===== src/rtl/arpr_pkg.sv =====
// Shared types, constants and handshake structs for the ARP resolver.
// Used by the datapath, controller and top level; depends on nothing.
package arpr_pkg;

    localparam int CACHE_ENTRIES_DEF   = 16;
    localparam int PENDING_ENTRIES_DEF = 8;
    localparam int QUEUE_DEPTH_DEF     = 8;
    localparam int MAX_RESULTS         = 8;

    localparam int MAC_W     = 48;
    localparam int IP_W      = 32;
    localparam int AGE_W     = 32;
    localparam int HANDLE_W  = 16;
    localparam int ELAPSED_W = 16;
    localparam int CFG_IDX_W = 2;
    localparam int CFG_DATA_W = 48;

    localparam logic [MAC_W-1:0] BROADCAST_MAC  = '1;
    localparam logic [AGE_W-1:0] CACHE_LIFE_RST = 32'd30000;
    localparam logic [AGE_W-1:0] REQ_HOLD_RST   = 32'd5000;

    typedef enum logic [1:0] {
        CMD_SEND = 2'd0,
        CMD_RECV = 2'd1,
        CMD_TICK = 2'd2
    } command_t;

    typedef enum logic [1:0] {
        FK_IPV4  = 2'd0,
        FK_ARP   = 2'd1,
        FK_OTHER = 2'd2
    } frame_kind_t;

    typedef enum logic [1:0] {
        RK_IPV4      = 2'd0,
        RK_ARP_REQ   = 2'd1,
        RK_ARP_REPLY = 2'd2,
        RK_DELIVER   = 2'd3
    } result_kind_t;

    typedef enum logic [CFG_IDX_W-1:0] {
        CFG_OWN_MAC    = 2'd0,
        CFG_OWN_IP     = 2'd1,
        CFG_CACHE_LIFE = 2'd2,
        CFG_REQ_HOLD   = 2'd3
    } cfg_index_t;

    typedef enum logic [2:0] {
        SEL_HIT   = 3'd0,
        SEL_REQ   = 3'd1,
        SEL_REPLY = 3'd2,
        SEL_DELIV = 3'd3,
        SEL_FLUSH = 3'd4
    } emit_sel_t;

    typedef struct packed {
        logic      latch;
        logic      scan_clear;
        logic      scan_go;
        logic      scan_pend;
        logic      scan_age;
        logic      learn_wr;
        logic      pend_alloc;
        logic      pend_append;
        logic      fl_next;
        logic      fl_clear;
        logic      emit;
        emit_sel_t sel;
    } ctl_cmd_t;

    typedef struct packed {
        logic is_send;
        logic is_deliver;
        logic is_arp;
        logic is_tick;
        logic reply;
        logic scan_done;
        logic hit;
        logic cnt_full;
        logic fl_more;
        logic out_free;
    } dp_stat_t;

endpackage


===== src/rtl/arpr_ram.sv =====
// Generic simple dual-port RAM with one write port and a registered read port.
// Depends on nothing.
module arpr_ram #(
    parameter int WIDTH = 8,
    parameter int DEPTH = 16
) (
    input  logic                                   clk,
    input  logic                                   we,
    input  logic [((DEPTH > 1) ? $clog2(DEPTH) : 1)-1:0] waddr,
    input  logic [WIDTH-1:0]                       wdata,
    input  logic [((DEPTH > 1) ? $clog2(DEPTH) : 1)-1:0] raddr,
    output logic [WIDTH-1:0]                       rdata
);

    logic [WIDTH-1:0] mem_reg [DEPTH];

    always_ff @(posedge clk)
    begin
        if (we)
        begin
            mem_reg[waddr] <= wdata;
        end
        rdata <= mem_reg[raddr];
    end

endmodule


===== src/rtl/arpr_datapath.sv =====
// Datapath of the ARP resolver: configuration, input capture, table RAMs,
// scan engine, valid bits and the output register. Uses arpr_pkg and arpr_ram.
module arpr_datapath #(
    parameter int CACHE_ENTRIES   = arpr_pkg::CACHE_ENTRIES_DEF,
    parameter int PENDING_ENTRIES = arpr_pkg::PENDING_ENTRIES_DEF,
    parameter int QUEUE_DEPTH     = arpr_pkg::QUEUE_DEPTH_DEF
) (
    input  logic                                clk,
    input  logic                                rst_n,
    input  logic                                cfg_we,
    input  logic [arpr_pkg::CFG_IDX_W-1:0]      cfg_index,
    input  logic [arpr_pkg::CFG_DATA_W-1:0]     cfg_data,
    input  logic [1:0]                          command,
    input  logic [arpr_pkg::IP_W-1:0]           next_hop_ip,
    input  logic [arpr_pkg::HANDLE_W-1:0]       datagram_handle,
    input  logic [arpr_pkg::MAC_W-1:0]          frame_dst_mac,
    input  logic [1:0]                          frame_kind,
    input  logic                                parse_ok,
    input  logic                                arp_is_request,
    input  logic [arpr_pkg::MAC_W-1:0]          arp_sender_mac,
    input  logic [arpr_pkg::IP_W-1:0]           arp_sender_ip,
    input  logic [arpr_pkg::IP_W-1:0]           arp_target_ip,
    input  logic [arpr_pkg::ELAPSED_W-1:0]      elapsed_ms,
    input  arpr_pkg::ctl_cmd_t                  cmd,
    output arpr_pkg::dp_stat_t                  stat,
    output logic                                out_valid,
    input  logic                                out_stall,
    output logic [1:0]                          result_kind,
    output logic [arpr_pkg::MAC_W-1:0]          dest_mac,
    output logic [arpr_pkg::IP_W-1:0]           target_ip,
    output logic [arpr_pkg::HANDLE_W-1:0]       handle_out,
    output logic                                last
);

    localparam int CW   = $clog2(CACHE_ENTRIES);
    localparam int PW   = (PENDING_ENTRIES > 1) ? $clog2(PENDING_ENTRIES) : 1;
    localparam int MAXN = (CACHE_ENTRIES > PENDING_ENTRIES) ? CACHE_ENTRIES : PENDING_ENTRIES;
    localparam int SW   = $clog2(MAXN + 1);
    localparam int CNTW = $clog2(QUEUE_DEPTH + 1);
    localparam int HD   = PENDING_ENTRIES * QUEUE_DEPTH;
    localparam int HAW  = (HD > 1) ? $clog2(HD) : 1;
    localparam int IPW  = arpr_pkg::IP_W;
    localparam int MW   = arpr_pkg::MAC_W;
    localparam int AW   = arpr_pkg::AGE_W;
    localparam int CRW  = IPW + MW + AW;
    localparam int PRW  = IPW + AW + CNTW;

    logic [MW-1:0]  own_mac_reg;
    logic [IPW-1:0] own_ip_reg;
    logic [AW-1:0]  life_reg;
    logic [AW-1:0]  hold_reg;

    logic [1:0]                       cmd_in_reg;
    logic [IPW-1:0]                   hop_reg;
    logic [arpr_pkg::HANDLE_W-1:0]    handle_reg;
    logic [MW-1:0]                    dst_reg;
    logic [1:0]                       fkind_reg;
    logic                             ok_reg;
    logic                             isreq_reg;
    logic [MW-1:0]                    smac_reg;
    logic [IPW-1:0]                   sip_reg;
    logic [IPW-1:0]                   tip_reg;
    logic [arpr_pkg::ELAPSED_W-1:0]   elapsed_reg;

    logic [SW-1:0]   idx_reg;
    logic            rd_v_reg;
    logic [SW-1:0]   rd_idx_reg;
    logic            hit_reg;
    logic            free_reg;
    logic            maxf_reg;
    logic [SW-1:0]   hit_idx_reg;
    logic [SW-1:0]   free_idx_reg;
    logic [SW-1:0]   max_idx_reg;
    logic [MW-1:0]   hit_mac_reg;
    logic [AW-1:0]   hit_age_reg;
    logic [CNTW-1:0] hit_cnt_reg;
    logic [AW-1:0]   max_age_reg;
    logic [CNTW-1:0] fl_i_reg;

    logic cache_valid_reg [CACHE_ENTRIES];
    logic pend_valid_reg  [PENDING_ENTRIES];

    logic                           out_valid_reg;
    logic [1:0]                     rk_reg;
    logic [MW-1:0]                  dmac_reg;
    logic [IPW-1:0]                 tip_out_reg;
    logic [arpr_pkg::HANDLE_W-1:0]  hout_reg;
    logic                           last_reg;

    logic [CRW-1:0] c_rdata;
    logic [PRW-1:0] p_rdata;
    logic [arpr_pkg::HANDLE_W-1:0] h_rdata;

    logic [CW-1:0]   c_idx;
    logic [PW-1:0]   p_idx;
    logic [IPW-1:0]  c_ip;
    logic [MW-1:0]   c_mac;
    logic [AW-1:0]   c_age;
    logic [IPW-1:0]  p_ip;
    logic [AW-1:0]   p_age;
    logic [CNTW-1:0] p_cnt;
    logic            e_valid;
    logic [IPW-1:0]  e_ip;
    logic [AW-1:0]   e_age;
    logic [AW:0]     age_sum;
    logic [AW-1:0]   new_age;
    logic [AW-1:0]   limit;
    logic [IPW-1:0]  key_ip;
    logic [SW-1:0]   n_lim;
    logic            issue;
    logic            find;
    logic            agew;
    logic            expire;
    logic            match;
    logic [SW-1:0]   slot;
    logic            for_us;
    logic            is_recv;
    logic            out_free;
    logic            cnt_full;
    logic            fl_last;

    logic             c_we;
    logic [CW-1:0]    c_waddr;
    logic [CRW-1:0]   c_wdata;
    logic             p_we;
    logic [PW-1:0]    p_waddr;
    logic [PRW-1:0]   p_wdata;
    logic             h_we;
    logic [HAW-1:0]   h_waddr;
    logic [HAW-1:0]   h_raddr;

    assign c_idx = rd_idx_reg[CW-1:0];
    assign p_idx = rd_idx_reg[PW-1:0];
    assign c_ip  = c_rdata[CRW-1 -: IPW];
    assign c_mac = c_rdata[AW +: MW];
    assign c_age = c_rdata[AW-1:0];
    assign p_ip  = p_rdata[PRW-1 -: IPW];
    assign p_age = p_rdata[CNTW +: AW];
    assign p_cnt = p_rdata[CNTW-1:0];

    assign e_valid = cmd.scan_pend ? pend_valid_reg[p_idx] : cache_valid_reg[c_idx];
    assign e_ip    = cmd.scan_pend ? p_ip : c_ip;
    assign e_age   = cmd.scan_pend ? p_age : c_age;
    assign age_sum = {1'b0, e_age} + (AW + 1)'(elapsed_reg);
    assign new_age = age_sum[AW] ? '1 : age_sum[AW-1:0];
    assign limit   = cmd.scan_pend ? hold_reg : life_reg;
    assign key_ip  = (cmd_in_reg == arpr_pkg::CMD_SEND) ? hop_reg : sip_reg;
    assign n_lim   = cmd.scan_pend ? SW'(PENDING_ENTRIES) : SW'(CACHE_ENTRIES);
    assign issue   = cmd.scan_go && !cmd.scan_clear && (idx_reg != n_lim);
    assign find    = rd_v_reg && !cmd.scan_age && !cmd.scan_clear;
    assign agew    = rd_v_reg && cmd.scan_age && !cmd.scan_clear && e_valid;
    assign expire  = agew && (new_age >= limit);
    assign match   = e_valid && (e_ip == key_ip);
    assign slot    = hit_reg ? hit_idx_reg : (free_reg ? free_idx_reg : max_idx_reg);

    assign for_us   = (dst_reg == arpr_pkg::BROADCAST_MAC) || (dst_reg == own_mac_reg);
    assign is_recv  = (cmd_in_reg == arpr_pkg::CMD_RECV) && for_us && ok_reg;
    assign out_free = !out_valid_reg || !out_stall;
    assign cnt_full = (hit_cnt_reg == CNTW'(QUEUE_DEPTH));
    assign fl_last  = (32'(fl_i_reg) + 32'd1 >= 32'(hit_cnt_reg))
                   || (32'(fl_i_reg) + 32'd1 >= 32'(arpr_pkg::MAX_RESULTS));

    always_comb
    begin
        stat            = '0;
        stat.is_send    = (cmd_in_reg == arpr_pkg::CMD_SEND);
        stat.is_deliver = is_recv && (fkind_reg == arpr_pkg::FK_IPV4);
        stat.is_arp     = is_recv && (fkind_reg == arpr_pkg::FK_ARP);
        stat.is_tick    = (cmd_in_reg == arpr_pkg::CMD_TICK);
        stat.reply      = isreq_reg && (tip_reg == own_ip_reg);
        stat.scan_done  = (idx_reg == n_lim) && !rd_v_reg;
        stat.hit        = hit_reg;
        stat.cnt_full   = cnt_full;
        stat.fl_more    = (32'(fl_i_reg) < 32'(hit_cnt_reg))
                       && (32'(fl_i_reg) < 32'(arpr_pkg::MAX_RESULTS));
        stat.out_free   = out_free;
    end

    assign c_we    = (agew && !cmd.scan_pend) || cmd.learn_wr;
    assign c_waddr = cmd.learn_wr ? slot[CW-1:0] : c_idx;
    assign c_wdata = cmd.learn_wr ? {sip_reg, smac_reg, {AW{1'b0}}} : {c_ip, c_mac, new_age};

    assign p_we = (agew && cmd.scan_pend) || cmd.pend_alloc || cmd.pend_append;

    always_comb
    begin
        if (cmd.pend_alloc)
        begin
            p_waddr = slot[PW-1:0];
            p_wdata = {hop_reg, {AW{1'b0}}, CNTW'(1)};
        end
        else if (cmd.pend_append)
        begin
            p_waddr = hit_idx_reg[PW-1:0];
            p_wdata = {hop_reg, hit_age_reg, hit_cnt_reg + CNTW'(1)};
        end
        else
        begin
            p_waddr = p_idx;
            p_wdata = {p_ip, new_age, p_cnt};
        end
    end

    assign h_we    = cmd.pend_alloc || cmd.pend_append;
    assign h_waddr = cmd.pend_alloc
                   ? HAW'(32'(slot[PW-1:0]) * QUEUE_DEPTH)
                   : HAW'(32'(hit_idx_reg[PW-1:0]) * QUEUE_DEPTH + 32'(hit_cnt_reg));
    assign h_raddr = HAW'(32'(hit_idx_reg[PW-1:0]) * QUEUE_DEPTH + 32'(fl_i_reg));

    arpr_ram #(.WIDTH(CRW), .DEPTH(CACHE_ENTRIES)) u_cache_ram (
        .clk   (clk),
        .we    (c_we),
        .waddr (c_waddr),
        .wdata (c_wdata),
        .raddr (idx_reg[CW-1:0]),
        .rdata (c_rdata)
    );

    arpr_ram #(.WIDTH(PRW), .DEPTH(PENDING_ENTRIES)) u_pend_ram (
        .clk   (clk),
        .we    (p_we),
        .waddr (p_waddr),
        .wdata (p_wdata),
        .raddr (idx_reg[PW-1:0]),
        .rdata (p_rdata)
    );

    arpr_ram #(.WIDTH(arpr_pkg::HANDLE_W), .DEPTH(HD)) u_handle_ram (
        .clk   (clk),
        .we    (h_we),
        .waddr (h_waddr),
        .wdata (handle_reg),
        .raddr (h_raddr),
        .rdata (h_rdata)
    );

    always_ff @(posedge clk or negedge rst_n)
    begin
        if (!rst_n)
        begin
            own_mac_reg <= '0;
            own_ip_reg  <= '0;
            life_reg    <= arpr_pkg::CACHE_LIFE_RST;
            hold_reg    <= arpr_pkg::REQ_HOLD_RST;
        end
        else if (cfg_we)
        begin
            case (cfg_index)
                arpr_pkg::CFG_OWN_MAC:    own_mac_reg <= cfg_data;
                arpr_pkg::CFG_OWN_IP:     own_ip_reg  <= cfg_data[IPW-1:0];
                arpr_pkg::CFG_CACHE_LIFE: life_reg    <= cfg_data[AW-1:0];
                arpr_pkg::CFG_REQ_HOLD:   hold_reg    <= cfg_data[AW-1:0];
                default: ;
            endcase
        end
    end

    always_ff @(posedge clk)
    begin
        if (cmd.latch)
        begin
            cmd_in_reg  <= command;
            hop_reg     <= next_hop_ip;
            handle_reg  <= datagram_handle;
            dst_reg     <= frame_dst_mac;
            fkind_reg   <= frame_kind;
            ok_reg      <= parse_ok;
            isreq_reg   <= arp_is_request;
            smac_reg    <= arp_sender_mac;
            sip_reg     <= arp_sender_ip;
            tip_reg     <= arp_target_ip;
            elapsed_reg <= elapsed_ms;
        end
    end

    always_ff @(posedge clk or negedge rst_n)
    begin
        if (!rst_n)
        begin
            idx_reg  <= '0;
            rd_v_reg <= 1'b0;
            hit_reg  <= 1'b0;
            free_reg <= 1'b0;
            maxf_reg <= 1'b0;
            fl_i_reg <= '0;
        end
        else if (cmd.scan_clear)
        begin
            idx_reg  <= '0;
            rd_v_reg <= 1'b0;
            hit_reg  <= 1'b0;
            free_reg <= 1'b0;
            maxf_reg <= 1'b0;
            fl_i_reg <= '0;
        end
        else
        begin
            rd_v_reg <= issue;
            if (issue)
            begin
                idx_reg <= idx_reg + SW'(1);
            end
            if (find && match)
            begin
                hit_reg <= 1'b1;
            end
            if (find && !e_valid)
            begin
                free_reg <= 1'b1;
            end
            if (find && e_valid)
            begin
                maxf_reg <= 1'b1;
            end
            if (cmd.fl_next)
            begin
                fl_i_reg <= fl_i_reg + CNTW'(1);
            end
        end
    end

    always_ff @(posedge clk)
    begin
        if (issue)
        begin
            rd_idx_reg <= idx_reg;
        end
        if (find && match && !hit_reg)
        begin
            hit_idx_reg <= rd_idx_reg;
            hit_mac_reg <= c_mac;
            hit_age_reg <= p_age;
            hit_cnt_reg <= p_cnt;
        end
        if (find && !e_valid && !free_reg)
        begin
            free_idx_reg <= rd_idx_reg;
        end
        if (find && e_valid && (!maxf_reg || e_age > max_age_reg))
        begin
            max_idx_reg <= rd_idx_reg;
            max_age_reg <= e_age;
        end
    end

    always_ff @(posedge clk or negedge rst_n)
    begin
        if (!rst_n)
        begin
            for (int i = 0; i < CACHE_ENTRIES; i++)
            begin
                cache_valid_reg[i] <= 1'b0;
            end
            for (int i = 0; i < PENDING_ENTRIES; i++)
            begin
                pend_valid_reg[i] <= 1'b0;
            end
        end
        else
        begin
            if (expire && !cmd.scan_pend)
            begin
                cache_valid_reg[c_idx] <= 1'b0;
            end
            if (cmd.learn_wr)
            begin
                cache_valid_reg[slot[CW-1:0]] <= 1'b1;
            end
            if (expire && cmd.scan_pend)
            begin
                pend_valid_reg[p_idx] <= 1'b0;
            end
            if (cmd.pend_alloc)
            begin
                pend_valid_reg[slot[PW-1:0]] <= 1'b1;
            end
            if (cmd.fl_clear)
            begin
                pend_valid_reg[hit_idx_reg[PW-1:0]] <= 1'b0;
            end
        end
    end

    always_ff @(posedge clk or negedge rst_n)
    begin
        if (!rst_n)
        begin
            out_valid_reg <= 1'b0;
        end
        else if (cmd.emit)
        begin
            out_valid_reg <= 1'b1;
        end
        else if (!out_stall)
        begin
            out_valid_reg <= 1'b0;
        end
    end

    always_ff @(posedge clk)
    begin
        if (cmd.emit)
        begin
            case (cmd.sel)
                arpr_pkg::SEL_HIT:
                begin
                    rk_reg      <= arpr_pkg::RK_IPV4;
                    dmac_reg    <= hit_mac_reg;
                    tip_out_reg <= '0;
                    hout_reg    <= handle_reg;
                    last_reg    <= 1'b1;
                end
                arpr_pkg::SEL_REQ:
                begin
                    rk_reg      <= arpr_pkg::RK_ARP_REQ;
                    dmac_reg    <= arpr_pkg::BROADCAST_MAC;
                    tip_out_reg <= hop_reg;
                    hout_reg    <= '0;
                    last_reg    <= 1'b1;
                end
                arpr_pkg::SEL_REPLY:
                begin
                    rk_reg      <= arpr_pkg::RK_ARP_REPLY;
                    dmac_reg    <= smac_reg;
                    tip_out_reg <= sip_reg;
                    hout_reg    <= '0;
                    last_reg    <= 1'b1;
                end
                arpr_pkg::SEL_DELIV:
                begin
                    rk_reg      <= arpr_pkg::RK_DELIVER;
                    dmac_reg    <= '0;
                    tip_out_reg <= '0;
                    hout_reg    <= handle_reg;
                    last_reg    <= 1'b1;
                end
                default:
                begin
                    rk_reg      <= arpr_pkg::RK_IPV4;
                    dmac_reg    <= smac_reg;
                    tip_out_reg <= '0;
                    hout_reg    <= h_rdata;
                    last_reg    <= fl_last;
                end
            endcase
        end
    end

    assign out_valid   = out_valid_reg;
    assign result_kind = rk_reg;
    assign dest_mac    = dmac_reg;
    assign target_ip   = tip_out_reg;
    assign handle_out  = hout_reg;
    assign last        = last_reg;

    a_emit_free: assert property (@(posedge clk) disable iff (!rst_n)
        cmd.emit |-> out_free)
        else $error("Transaction loaded into a busy output register.");

    a_append_room: assert property (@(posedge clk) disable iff (!rst_n)
        cmd.pend_append |-> !cnt_full)
        else $error("Handle appended to a full queue.");

    a_flush_bound: assert property (@(posedge clk) disable iff (!rst_n)
        32'(fl_i_reg) <= 32'(arpr_pkg::MAX_RESULTS))
        else $error("Flush ran past the result limit.");

    a_read_issued: assert property (@(posedge clk) disable iff (!rst_n)
        rd_v_reg |-> $past(cmd.scan_go))
        else $error("Read data marked valid without a scan step.");

endmodule


===== src/rtl/arpr_ctrl.sv =====
// Controller state machine of the ARP resolver; sequences scans, writes and emits.
// Uses arpr_pkg for the command and status structs.
module arpr_ctrl (
    input  logic                clk,
    input  logic                rst_n,
    input  logic                in_valid,
    output logic                in_stall,
    input  arpr_pkg::dp_stat_t  stat,
    output arpr_pkg::ctl_cmd_t  cmd
);

    typedef enum logic [13:0] {
        S_IDLE       = 14'b00000000000001,
        S_DISPATCH   = 14'b00000000000010,
        S_SEND_C     = 14'b00000000000100,
        S_SEND_P     = 14'b00000000001000,
        S_EMIT_HIT   = 14'b00000000010000,
        S_EMIT_REQ   = 14'b00000000100000,
        S_EMIT_REPLY = 14'b00000001000000,
        S_EMIT_DELIV = 14'b00000010000000,
        S_LEARN      = 14'b00000100000000,
        S_FL_SCAN    = 14'b00001000000000,
        S_FL_RD      = 14'b00010000000000,
        S_FL_EMIT    = 14'b00100000000000,
        S_TICK_C     = 14'b01000000000000,
        S_TICK_P     = 14'b10000000000000
    } state_t;

    state_t state_reg;
    state_t state_next;

    always_comb
    begin
        cmd        = '0;
        state_next = state_reg;
        in_stall   = 1'b1;
        case (state_reg)
            S_IDLE:
            begin
                in_stall = 1'b0;
                if (in_valid)
                begin
                    cmd.latch      = 1'b1;
                    cmd.scan_clear = 1'b1;
                    state_next     = S_DISPATCH;
                end
            end
            S_DISPATCH:
            begin
                if (stat.is_send)
                begin
                    state_next = S_SEND_C;
                end
                else if (stat.is_deliver)
                begin
                    state_next = S_EMIT_DELIV;
                end
                else if (stat.is_arp)
                begin
                    state_next = S_LEARN;
                end
                else if (stat.is_tick)
                begin
                    state_next = S_TICK_C;
                end
                else
                begin
                    state_next = S_IDLE;
                end
            end
            S_SEND_C:
            begin
                cmd.scan_go = 1'b1;
                if (stat.scan_done)
                begin
                    if (stat.hit)
                    begin
                        state_next = S_EMIT_HIT;
                    end
                    else
                    begin
                        cmd.scan_clear = 1'b1;
                        state_next     = S_SEND_P;
                    end
                end
            end
            S_SEND_P:
            begin
                cmd.scan_go   = 1'b1;
                cmd.scan_pend = 1'b1;
                if (stat.scan_done)
                begin
                    if (stat.hit)
                    begin
                        cmd.pend_append = !stat.cnt_full;
                        state_next      = S_IDLE;
                    end
                    else
                    begin
                        cmd.pend_alloc = 1'b1;
                        state_next     = S_EMIT_REQ;
                    end
                end
            end
            S_EMIT_HIT:
            begin
                cmd.sel  = arpr_pkg::SEL_HIT;
                cmd.emit = stat.out_free;
                if (stat.out_free)
                begin
                    state_next = S_IDLE;
                end
            end
            S_EMIT_REQ:
            begin
                cmd.sel  = arpr_pkg::SEL_REQ;
                cmd.emit = stat.out_free;
                if (stat.out_free)
                begin
                    state_next = S_IDLE;
                end
            end
            S_EMIT_REPLY:
            begin
                cmd.sel  = arpr_pkg::SEL_REPLY;
                cmd.emit = stat.out_free;
                if (stat.out_free)
                begin
                    state_next = S_IDLE;
                end
            end
            S_EMIT_DELIV:
            begin
                cmd.sel  = arpr_pkg::SEL_DELIV;
                cmd.emit = stat.out_free;
                if (stat.out_free)
                begin
                    state_next = S_IDLE;
                end
            end
            S_LEARN:
            begin
                cmd.scan_go = 1'b1;
                if (stat.scan_done)
                begin
                    cmd.learn_wr = 1'b1;
                    if (stat.reply)
                    begin
                        state_next = S_EMIT_REPLY;
                    end
                    else
                    begin
                        cmd.scan_clear = 1'b1;
                        state_next     = S_FL_SCAN;
                    end
                end
            end
            S_FL_SCAN:
            begin
                cmd.scan_go   = 1'b1;
                cmd.scan_pend = 1'b1;
                if (stat.scan_done)
                begin
                    state_next = stat.hit ? S_FL_RD : S_IDLE;
                end
            end
            S_FL_RD:
            begin
                if (stat.fl_more)
                begin
                    state_next = S_FL_EMIT;
                end
                else
                begin
                    cmd.fl_clear = 1'b1;
                    state_next   = S_IDLE;
                end
            end
            S_FL_EMIT:
            begin
                cmd.sel = arpr_pkg::SEL_FLUSH;
                if (stat.out_free)
                begin
                    cmd.emit    = 1'b1;
                    cmd.fl_next = 1'b1;
                    state_next  = S_FL_RD;
                end
            end
            S_TICK_C:
            begin
                cmd.scan_go  = 1'b1;
                cmd.scan_age = 1'b1;
                if (stat.scan_done)
                begin
                    cmd.scan_clear = 1'b1;
                    state_next     = S_TICK_P;
                end
            end
            S_TICK_P:
            begin
                cmd.scan_go   = 1'b1;
                cmd.scan_age  = 1'b1;
                cmd.scan_pend = 1'b1;
                if (stat.scan_done)
                begin
                    state_next = S_IDLE;
                end
            end
            default:
            begin
                state_next = S_IDLE;
            end
        endcase
    end

    always_ff @(posedge clk or negedge rst_n)
    begin
        if (!rst_n)
        begin
            state_reg <= S_IDLE;
        end
        else
        begin
            state_reg <= state_next;
        end
    end

    a_accept_dispatch: assert property (@(posedge clk) disable iff (!rst_n)
        (in_valid && !in_stall) |=> (state_reg == S_DISPATCH))
        else $error("Accepted transaction did not reach dispatch.");

    a_emit_in_emit_state: assert property (@(posedge clk) disable iff (!rst_n)
        cmd.emit |-> (state_reg != S_IDLE && state_reg != S_DISPATCH))
        else $error("Result emitted outside an emit state.");

endmodule


===== src/rtl/arp_resolver_with_pending_queue.sv =====
// ARP resolver top level: one transaction is processed at a time.
// A send scans the cache and, on a miss, the pending table; a tick ages both tables;
// an ARP flush emits the queued handles one by one through S_FL_RD and S_FL_EMIT.
// Table scans read one entry per cycle through the single read port of each table RAM.
// Asynchronous active-low reset clears all valid bits and control state at once and
// loads default registers.
module arp_resolver_with_pending_queue #(
    parameter int CACHE_ENTRIES   = arpr_pkg::CACHE_ENTRIES_DEF,
    parameter int PENDING_ENTRIES = arpr_pkg::PENDING_ENTRIES_DEF,
    parameter int QUEUE_DEPTH     = arpr_pkg::QUEUE_DEPTH_DEF
) (
    input  logic                             clk,
    input  logic                             rst_n,
    input  logic                             cfg_we,
    input  logic [arpr_pkg::CFG_IDX_W-1:0]   cfg_index,
    input  logic [arpr_pkg::CFG_DATA_W-1:0]  cfg_data,
    input  logic                             in_valid,
    output logic                             in_stall,
    input  logic [1:0]                       command,
    input  logic [arpr_pkg::IP_W-1:0]        next_hop_ip,
    input  logic [arpr_pkg::HANDLE_W-1:0]    datagram_handle,
    input  logic [arpr_pkg::MAC_W-1:0]       frame_dst_mac,
    input  logic [1:0]                       frame_kind,
    input  logic                             parse_ok,
    input  logic                             arp_is_request,
    input  logic [arpr_pkg::MAC_W-1:0]       arp_sender_mac,
    input  logic [arpr_pkg::IP_W-1:0]        arp_sender_ip,
    input  logic [arpr_pkg::IP_W-1:0]        arp_target_ip,
    input  logic [arpr_pkg::ELAPSED_W-1:0]   elapsed_ms,
    output logic                             out_valid,
    input  logic                             out_stall,
    output logic [1:0]                       result_kind,
    output logic [arpr_pkg::MAC_W-1:0]       dest_mac,
    output logic [arpr_pkg::IP_W-1:0]        target_ip,
    output logic [arpr_pkg::HANDLE_W-1:0]    handle_out,
    output logic                             last
);

    arpr_pkg::ctl_cmd_t cmd;
    arpr_pkg::dp_stat_t stat;

    arpr_ctrl u_ctrl (
        .clk      (clk),
        .rst_n    (rst_n),
        .in_valid (in_valid),
        .in_stall (in_stall),
        .stat     (stat),
        .cmd      (cmd)
    );

    arpr_datapath #(
        .CACHE_ENTRIES   (CACHE_ENTRIES),
        .PENDING_ENTRIES (PENDING_ENTRIES),
        .QUEUE_DEPTH     (QUEUE_DEPTH)
    ) u_datapath (
        .clk             (clk),
        .rst_n           (rst_n),
        .cfg_we          (cfg_we),
        .cfg_index       (cfg_index),
        .cfg_data        (cfg_data),
        .command         (command),
        .next_hop_ip     (next_hop_ip),
        .datagram_handle (datagram_handle),
        .frame_dst_mac   (frame_dst_mac),
        .frame_kind      (frame_kind),
        .parse_ok        (parse_ok),
        .arp_is_request  (arp_is_request),
        .arp_sender_mac  (arp_sender_mac),
        .arp_sender_ip   (arp_sender_ip),
        .arp_target_ip   (arp_target_ip),
        .elapsed_ms      (elapsed_ms),
        .cmd             (cmd),
        .stat            (stat),
        .out_valid       (out_valid),
        .out_stall       (out_stall),
        .result_kind     (result_kind),
        .dest_mac        (dest_mac),
        .target_ip       (target_ip),
        .handle_out      (handle_out),
        .last            (last)
    );

endmodule

===== config.mk =====
export PLATFORM = sky130hd
export DESIGN_NAME = arp_resolver_with_pending_queue
export DESIGN_NICKNAME = d
export VERILOG_FILES = /design/src/rtl/arpr_pkg.sv /design/src/rtl/arpr_ram.sv /design/src/rtl/arpr_datapath.sv /design/src/rtl/arpr_ctrl.sv /design/src/rtl/arp_resolver_with_pending_queue.sv
export SDC_FILE = /design/constraint.sdc
export NUM_CORES = 2
export LEC_CHECK = 0
export CAP_MARGIN = 15
export CORE_MARGIN = 2
export CORE_UTILIZATION = 47
export DETAILED_ROUTE_END_ITERATION = 10
export DONT_BUFFER_PORTS = 1
export HOLD_SLACK_MARGIN = 0.05
export PLACE_DENSITY = 0.62
export SLEW_MARGIN = 20
export SYNTH_ARGS = -nofsm -noshare
export SYNTH_HDL_FRONTEND = slang
export SYNTH_SLANG_ARGS = --single-unit

===== constraint.sdc =====
create_clock -name clk -period 21.5 [get_ports clk]
set_input_delay 4.3 -clock clk [delete_from_list [all_inputs] [get_ports clk]]
set_output_delay 4.3 -clock clk [all_outputs]
set_load 0.1 [all_outputs]

### Word level (Yosys, flattened, before mapping)

Memories as Yosys holds them, arrays and structs flattened. A register that Yosys moved wholly into a read port is not among the register bits.
Cells that the tools add are included.

* output and inout port bits: 101
* register bits: 657
* input port bits: 285
* RAM bits: 3360
* memories kept: 3
* logic and storage cells: 310

* magnitude comparators: 16
* eq/ne operators: 40
* multiplexer cells: 100
* reductions and logical operators: 71
* bitwise gates (word level): 13
* $add $sub $neg: 7

Memory list
* u_datapath.u_cache_ram.mem_reg: words 16, width 112, read ports 1, clocked after memory_dff 1, wr ports 1, RTL line arpr_ram.sv:15 `logic [WIDTH-1:0] mem_reg [DEPTH];`
* u_datapath.u_handle_ram.mem_reg: words 64, width 16, read ports 1, clocked after memory_dff 1, wr ports 1, RTL line arpr_ram.sv:15
* u_datapath.u_pend_ram.mem_reg: words 8, width 68, read ports 1, clocked after memory_dff 1, wr ports 1, RTL line arpr_ram.sv:15

Operators by type and width (count)
* $mux W14: 12
* $mux W32: 5
* $pmux W14 S11: 1
* $pmux W48 S3: 1
* $mux W68: 2
* $mux W112: 1
* $eq A32 B32 Y1: 2
* $pmux W32 S2: 1
* $eq A48 B48 Y1: 1
* $eq A48 B48 Y1 const B: 1
* $mux W1: 41
* $add A32 B16 Y33: 1
* $ge A32 B32 Y1: 1
* $ge A32 B4 Y1: 1
* $ge A32 B4 Y1 const B: 1
* $gt A32 B32 Y1: 1
* $mux W16: 2
* $pmux W16 S2: 1
* $logic_and A1 B1 Y1: 31
* $mux W8: 3
* $mux W4: 5
* $mux W5: 4
* $pmux W4 S5: 1
* $and A16 B16 Y16: 1
* 64 further kinds: 126

### Longest topological paths before layout

* depth after elaboration: 18
* depth in mapped cells: 32
* gate-level depth less buffers: 25

### Cells and area by module

Synthesis repeated with hierarchy kept, for this count alone.

* cell total of the unflattened synthesis: 8010
* area total of the unflattened synthesis: 163006.3 µm²

By module, submodules not included
* arpr_ram at u_datapath.u_cache_ram: cells an instance 2864, area each 69170.1 µm², instances 1, seq. area each 56053.8 µm²
* arpr_ram at u_datapath.u_handle_ram: cells an instance 1829, area each 40042.2 µm², instances 1, seq. area each 31069.8 µm²
* arpr_datapath: cells an instance 2321, area each 30807.0 µm², instances 1, seq. area each 18412.7 µm²
* arpr_ram at u_datapath.u_pend_ram: cells an instance 867, area each 21797.2 µm², instances 1, seq. area each 17697.0 µm²
* arpr_ctrl: cells an instance 129, area each 1189.9 µm², instances 1, seq. area each 351.6 µm²

### Worst setup path after synthesis

OpenSTA, ideal clock, no wires.

* path type: input port to flip-flop
* start: input port in_valid
* end: register u_datapath.hit_age_reg[0], enable pin
* library setup time: 650 ps
* data required time: 20850 ps
* stages: 4
* setup slack: 9458 ps
* data arrival time: 11391 ps
* path through: and2_1 o21bai_1 nor4_2 and2_1

* longest elaborated chain between the ends: 6

RTL lines
* from (decl): RTL line arp_resolver_with_pending_queue.sv:17 `input logic in_valid,`
* $mux W2: RTL line arpr_ctrl.sv:41 `if (in_valid)`
* $pmux W1 S4: RTL line arpr_ctrl.sv:37 `case (state_reg)`
* $logic_not A1 Y1: RTL line arpr_datapath.sv:150 `assign find = rd_v_reg && !cmd.scan_age && !cmd.scan_clear;`
* $logic_and A1 B1 Y1: RTL line arpr_datapath.sv:150
* $logic_and A1 B1 Y1 (2 in series): RTL line arpr_datapath.sv:328 `if (find && match && !hit_reg)`
* to (signal assigned): RTL line arpr_datapath.sv:332 `hit_age_reg <= p_age;`
* to (decl): RTL line arpr_datapath.sv:75 `logic [AW-1:0] hit_age_reg;`

No other way between the ends.
A chain may end at the register's enable or synchronous reset.

### Final worst setup path

* start: register u_ctrl.state_reg[6]
* end: register u_datapath.pend_valid_reg[4] (netlist bit)

* elaborated cells between the ends (all ways): 39
* those cells by class: 1 x add/sub; 1 x order compare; 9 x eq/ne; 17 x mux; 2 x bitwise; 9 x reduce/logical

RTL lines
* from (decl): RTL line arpr_ctrl.sv:29 `state_t state_reg;`
* from (signal assigned): RTL line arpr_ctrl.sv:224 `state_reg <= state_next;`
* $eq A14 B4 Y1, or another cell as far along: RTL line arpr_ctrl.sv:37
* $reduce_or A3 Y1 (no line) *
* $mux W1 *: RTL line arpr_ctrl.sv:37
* $mux W32 *: RTL line arpr_datapath.sv:143 `assign e_age = cmd.scan_pend ? p_age : c_age;`
* named net u_datapath.e_age[6]: RTL line arpr_datapath.sv:104 `logic [AW-1:0] e_age;`
* $add A32 B16 Y33 *: RTL line arpr_datapath.sv:144 `assign age_sum = {1'b0, e_age} + (AW + 1)'(elapsed_reg);`
* $mux W32 *: RTL line arpr_datapath.sv:145 `assign new_age = age_sum[AW] ? '1 : age_sum[AW-1:0];`
* $ge A32 B32 Y1 *: RTL line arpr_datapath.sv:152 `assign expire = agew && (new_age >= limit);`
* $logic_and A1 B1 Y1 *: RTL line arpr_datapath.sv:152
* $logic_and A1 B1 Y1 *: RTL line arpr_datapath.sv:369 `if (expire && cmd.scan_pend)`
* $mux W8 *: RTL line arpr_datapath.sv:369
* $or A8 B8 Y8 (no line)
* $mux W8 *: RTL line arpr_datapath.sv:373 `if (cmd.pend_alloc)`
* $and A8 B8 Y8 (no line)
* $mux W8 *: RTL line arpr_datapath.sv:377 `if (cmd.fl_clear)`
* to (signal, indexed assignment): RTL line arpr_datapath.sv:371 `pend_valid_reg[p_idx] <= 1'b0;`
* to (signal, indexed assignment): RTL line arpr_datapath.sv:375 `pend_valid_reg[slot[PW-1:0]] <= 1'b1;`
* to (signal, indexed assignment): RTL line arpr_datapath.sv:379 `pend_valid_reg[hit_idx_reg[PW-1:0]] <= 1'b0;`
* to (decl): RTL line arpr_datapath.sv:81 `logic pend_valid_reg [PENDING_ENTRIES];`

Mark *: on every way through the listed nets, which the timed path passes. The rest lies on a longest branch.

==> summary.log <==
[die] die area 350,000 um2
[timing] unrepaired setup endpoints after global routing no
[min_path] worst hold path startpoint u_datapath.u_pend_ram.rdata[14]$_DFF_P_
[placement] area of placed instances 168,000 um2
[critical_path] Worst R2R End u_datapath.pend_valid_reg[4]$_DFF_PN0_
[placement] number of placed cells counting well taps 11,972
[timing] final critical-path setup slack 12.10 ns
[clock_network] post-CTS setup-driven buffer insertion count 0
[die] placeable core area 343,000 um2
[critical_path] largest fanout on the critical path 45
[global_routing] first-pass GRT wire length 566,000 um
[timing] Final TNS setup 0 ns
[critical_path] crit path launch type flop
[logic_synthesis] register bit count reported by yosys 4,213
[critical_path] startpoint of the lowest-slack register-to-register path u_ctrl.state_reg[6]$_DFFE_PN0P_
[clock_network] maximum buffer depth of the clock tree 4
[routing] initial drt markers 8,703
[logic_synthesis] mean area per synthesized cell 21.3 um2
[critical_path] critical-path cell with the highest stage delay sky130_fd_sc_hd__nor4_1
[power_and_ir_drop] power per cell area 105 nW/um2
[logic_synthesis] most used flip-flop cell after synthesis sky130_fd_sc_hd__edfxtp_1
[clock_network] maximum level of the CTS H-tree 5
[layout] leading cell types in the layout, fill and taps excluded sky130_fd_sc_hd__edfxtp_1 (3,821), sky130_fd_sc_hd__mux4_2 (1,039), sky130_fd_sc_hd__clkbuf_16 (426)
[timing] Max-Slew Margin vs Limit 19.6%
[logic_synthesis] fraction of synthesis flops using an asynchronous set or reset pin 4.65%
[timing] Post-Route Hold Slack 0.436 ns
[die] initial core utilization 47.3%
[job] total of max-cap violations 0
[power_and_ir_drop] worst-case vdd ir drop 94.7 uV
[global_routing] final global-route overflow total 0
[logic_synthesis] total of warnings raised by yosys 0
[placement] Setup Slack @ Placement 12.24 ns
[timing] slew of the pin with the lowest slew margin 1.21 ns
[run_status] status finished, final reports clean
[clock_network] Post-CTS Hold Buffers 0
[critical_path] most prevalent standard cell on the critical path sky130_fd_sc_hd__buf_4
[logic_synthesis] part of the Yosys area used for sequential elements 76.1%
[die] number of standard-cell rows in the floorplan 215
[routing] Detail Route Antenna Nets 0
[timing] number of pins exceeding their max-slew limit in the final report 0
[global_routing] met1 Use GR 31.3%
[die] Die X 592 um
[critical_path] data arrival time of the worst path 10.18 ns
[clock_network] clock latency at the later pin of the worst-skew pair 0.98 ns
[min_path] Hold Path Stages 0
[global_routing] pin count of the biggest net entering global routing 197
[routing] number of detailed-route iterations in the first pass 5
[clock_network] CTS tree done
[critical_path] worst r2r path cells 24
[critical_path] crit path capture type flop
[critical_path] worst endpoint required time 22.28 ns
[logic_synthesis] number of enable-type register cells in the synthesized netlist 3,821
[layout] net total in the final layout 8,224
[timing] Final Hold Violating Endpoints 0
[layout] count of fill cells added during filler insertion 26,220
[global_routing] met2 GRT Util 36.1%
[power_and_ir_drop] post-route total power 19.2 mW
[layout] share of final-layout standard cells stronger than drive strength 1 27.6%
[global_routing] antenna violations before repair 42
[routing] Post-Route WL 394,000 um
[routing] routed vias 77,108
[routing] routed length per instance 30.8 um
[critical_path] Critical Setup Path Class reg -> reg
[min_path] HP Class reg -> reg
[layout] Non-Filler Cell Area, Final 183,000 um2
[routing] drt drc 0
[logic_synthesis] synthesized netlist net count 7,991
[clock_network] Clk pin slew, worst setup/hold paths 0.06 ns
[layout] layout overhead on the synthesized area 12.5%
[global_routing] layer with the highest usage after global routing met2
[layout] post-layout instance count excluding filler cells 12,782
[layout] flip-flop count of the largest register, all copies and words added 1,792
[die] IO Count 386
[die] y dimension of the die 592 um
[clock_network] sink count of the clock tree 4,213
[clock_network] clock tree root buffer cell sky130_fd_sc_hd__clkbuf_16
[global_routing] number of global-route vias before repair 78,466
[timing] final period utilization 43.7%
[placement] last weighted congestion value of the routability-driven placer 0.857
[placement] number of buffer cells added on primary ports 0
[logic_synthesis] cell count after synthesis 7,606
[timing] fin crit period 9.40 ns
[placement] dpl hpwl 223,000 um
[critical_path] Register-to-Register Setup Slack 12.10 ns
[timing] count of final setup violators 0
[logic_synthesis] synth unique cells 86
[timing] worst clock skew on the final layout 0.0715 ns
[min_path] end of the worst hold path u_datapath.hit_age_reg[10]$_DFFE_PP_
[clock_network] number of clock buffers inserted by TritonCTS 422
[global_routing] Overall Global Routing Usage 22.3%
[global_routing] met3 Resource Use GR 4.07%
[critical_path] largest incremental delay on the critical path 0.84 ns
[critical_path] crit-path cells nor4_2, and2_1, o21a_4, buf_4, buf_4, mux2_2, ha_1, and3_1, a221oi_1, o221ai_1, nor4_1, nor4_4, nand2_2, buf_4, nand2_1, ha_1, a21o_1, a21o_1, a21oi_1, o21ai_0, a21oi_1, o21ai_2, nor3b_1, a31oi_1
[layout] post-layout util 53.2%
[routing] Vias/cell 6.03
[logic_synthesis] post-synthesis instance area 162,000 um2
[timing] achievable frequency 0.106 GHz
[clock_network] total of cells resized after clock tree synthesis 0
[power_and_ir_drop] Pleak 51.3 nW
[layout] most frequent standard cell in the layout excluding fill and tap cells sky130_fd_sc_hd__edfxtp_1
-- cell type report --
class	count	area, um2	share of cell area [%]
inverter	84	315	0.173
antenna	19	47.5	0.0260
clock inverter	216	2430	1.33
clock buffer	575	11600	6.33
multi-input combinational	2943	37400	20.5
timing repair buffer	175	1470	0.806
sequential	4213	124000	67.7
tap	4557	5700	3.12
-- power by group --
group          total (mW)  internal (mW)  leakage (nW)  switching [mW]
Clock                7.37           4.25          6.82            3.11
Combinational        2.06          0.760          11.1            1.30
Sequential           9.73           9.51          33.3           0.221
-- synthesized netlist by cell type (99+ instances only) --
cell type | count | area (um2)
sky130_fd_sc_hd__xor2_1 | 119 | 1040
sky130_fd_sc_hd__clkbuf_1 | 228 | 856
sky130_fd_sc_hd__mux4_2 | 1039 | 23400
sky130_fd_sc_hd__edfxtp_1 | 3821 | 115000
sky130_fd_sc_hd__nand3_1 | 126 | 631
sky130_fd_sc_hd__mux2i_1 | 114 | 1140
sky130_fd_sc_hd__dfxtp_1 | 196 | 3920
sky130_fd_sc_hd__dfrtp_1 | 183 | 4580
sky130_fd_sc_hd__nor2_1 | 200 | 751
sky130_fd_sc_hd__mux2_2 | 262 | 2950
sky130_fd_sc_hd__ha_1 | 99 | 1240
sky130_fd_sc_hd__nand2_1 | 383 | 1440
-- worst max-delay path, delay by kind of cell (launching register included) --
family | cells | cell delay, ns
AO/OA/AOI/OAI | 10 | 2.92
adder cells (fa/ha/maj) | 2 | 0.63
buffers and inverters | 3 | 1.65
flip-flops | 1 | 0.44
multiplexers | 1 | 0.44
AND/OR/NAND/NOR | 8 | 3.01
-- routing by layer --
layer	wire, um	vias to the layer above	part of all wire [%]
li1	-	31838	-
met1	162000	41650	41
met2	191000	2975	49
met3	28900	607	7.3
met4	11400	38	2.9
met5	246	-	0.062
-- cells by family after synthesis --
group,Yosys count,share of synthesized area (%)
buf+inv,450,1.11
xor+xnor,153,0.826
simple gates,949,2.75
flops,4213,76.1
fa+ha+maj,100,0.776
compound gates,313,1.35
mux,1428,17.0
-- worst max-delay path by stage --
stage,end,startpoint,slack [ns],cells after the start
after global placement,u_datapath.pend_valid_reg[6]$_DFF_PN0_,u_ctrl.state_reg[6]$_DFFE_PN0P_,12.46,24
after floorplan,u_datapath.hit_age_reg[0]$_DFFE_PP_,in_valid,9.46,4
after CTS,u_datapath.pend_valid_reg[4]$_DFF_PN0_,u_ctrl.state_reg[6]$_DFFE_PN0P_,12.21,24
after detailed placement,u_datapath.pend_valid_reg[4]$_DFF_PN0_,u_ctrl.state_reg[3]$_DFFE_PN0P_,12.24,24
final,u_datapath.pend_valid_reg[4]$_DFF_PN0_,u_ctrl.state_reg[6]$_DFFE_PN0P_,12.10,24
after global routing,u_datapath.pend_valid_reg[4]$_DFF_PN0_,u_ctrl.state_reg[6]$_DFFE_PN0P_,11.43,24
Power figures use the tool's default switching activity.
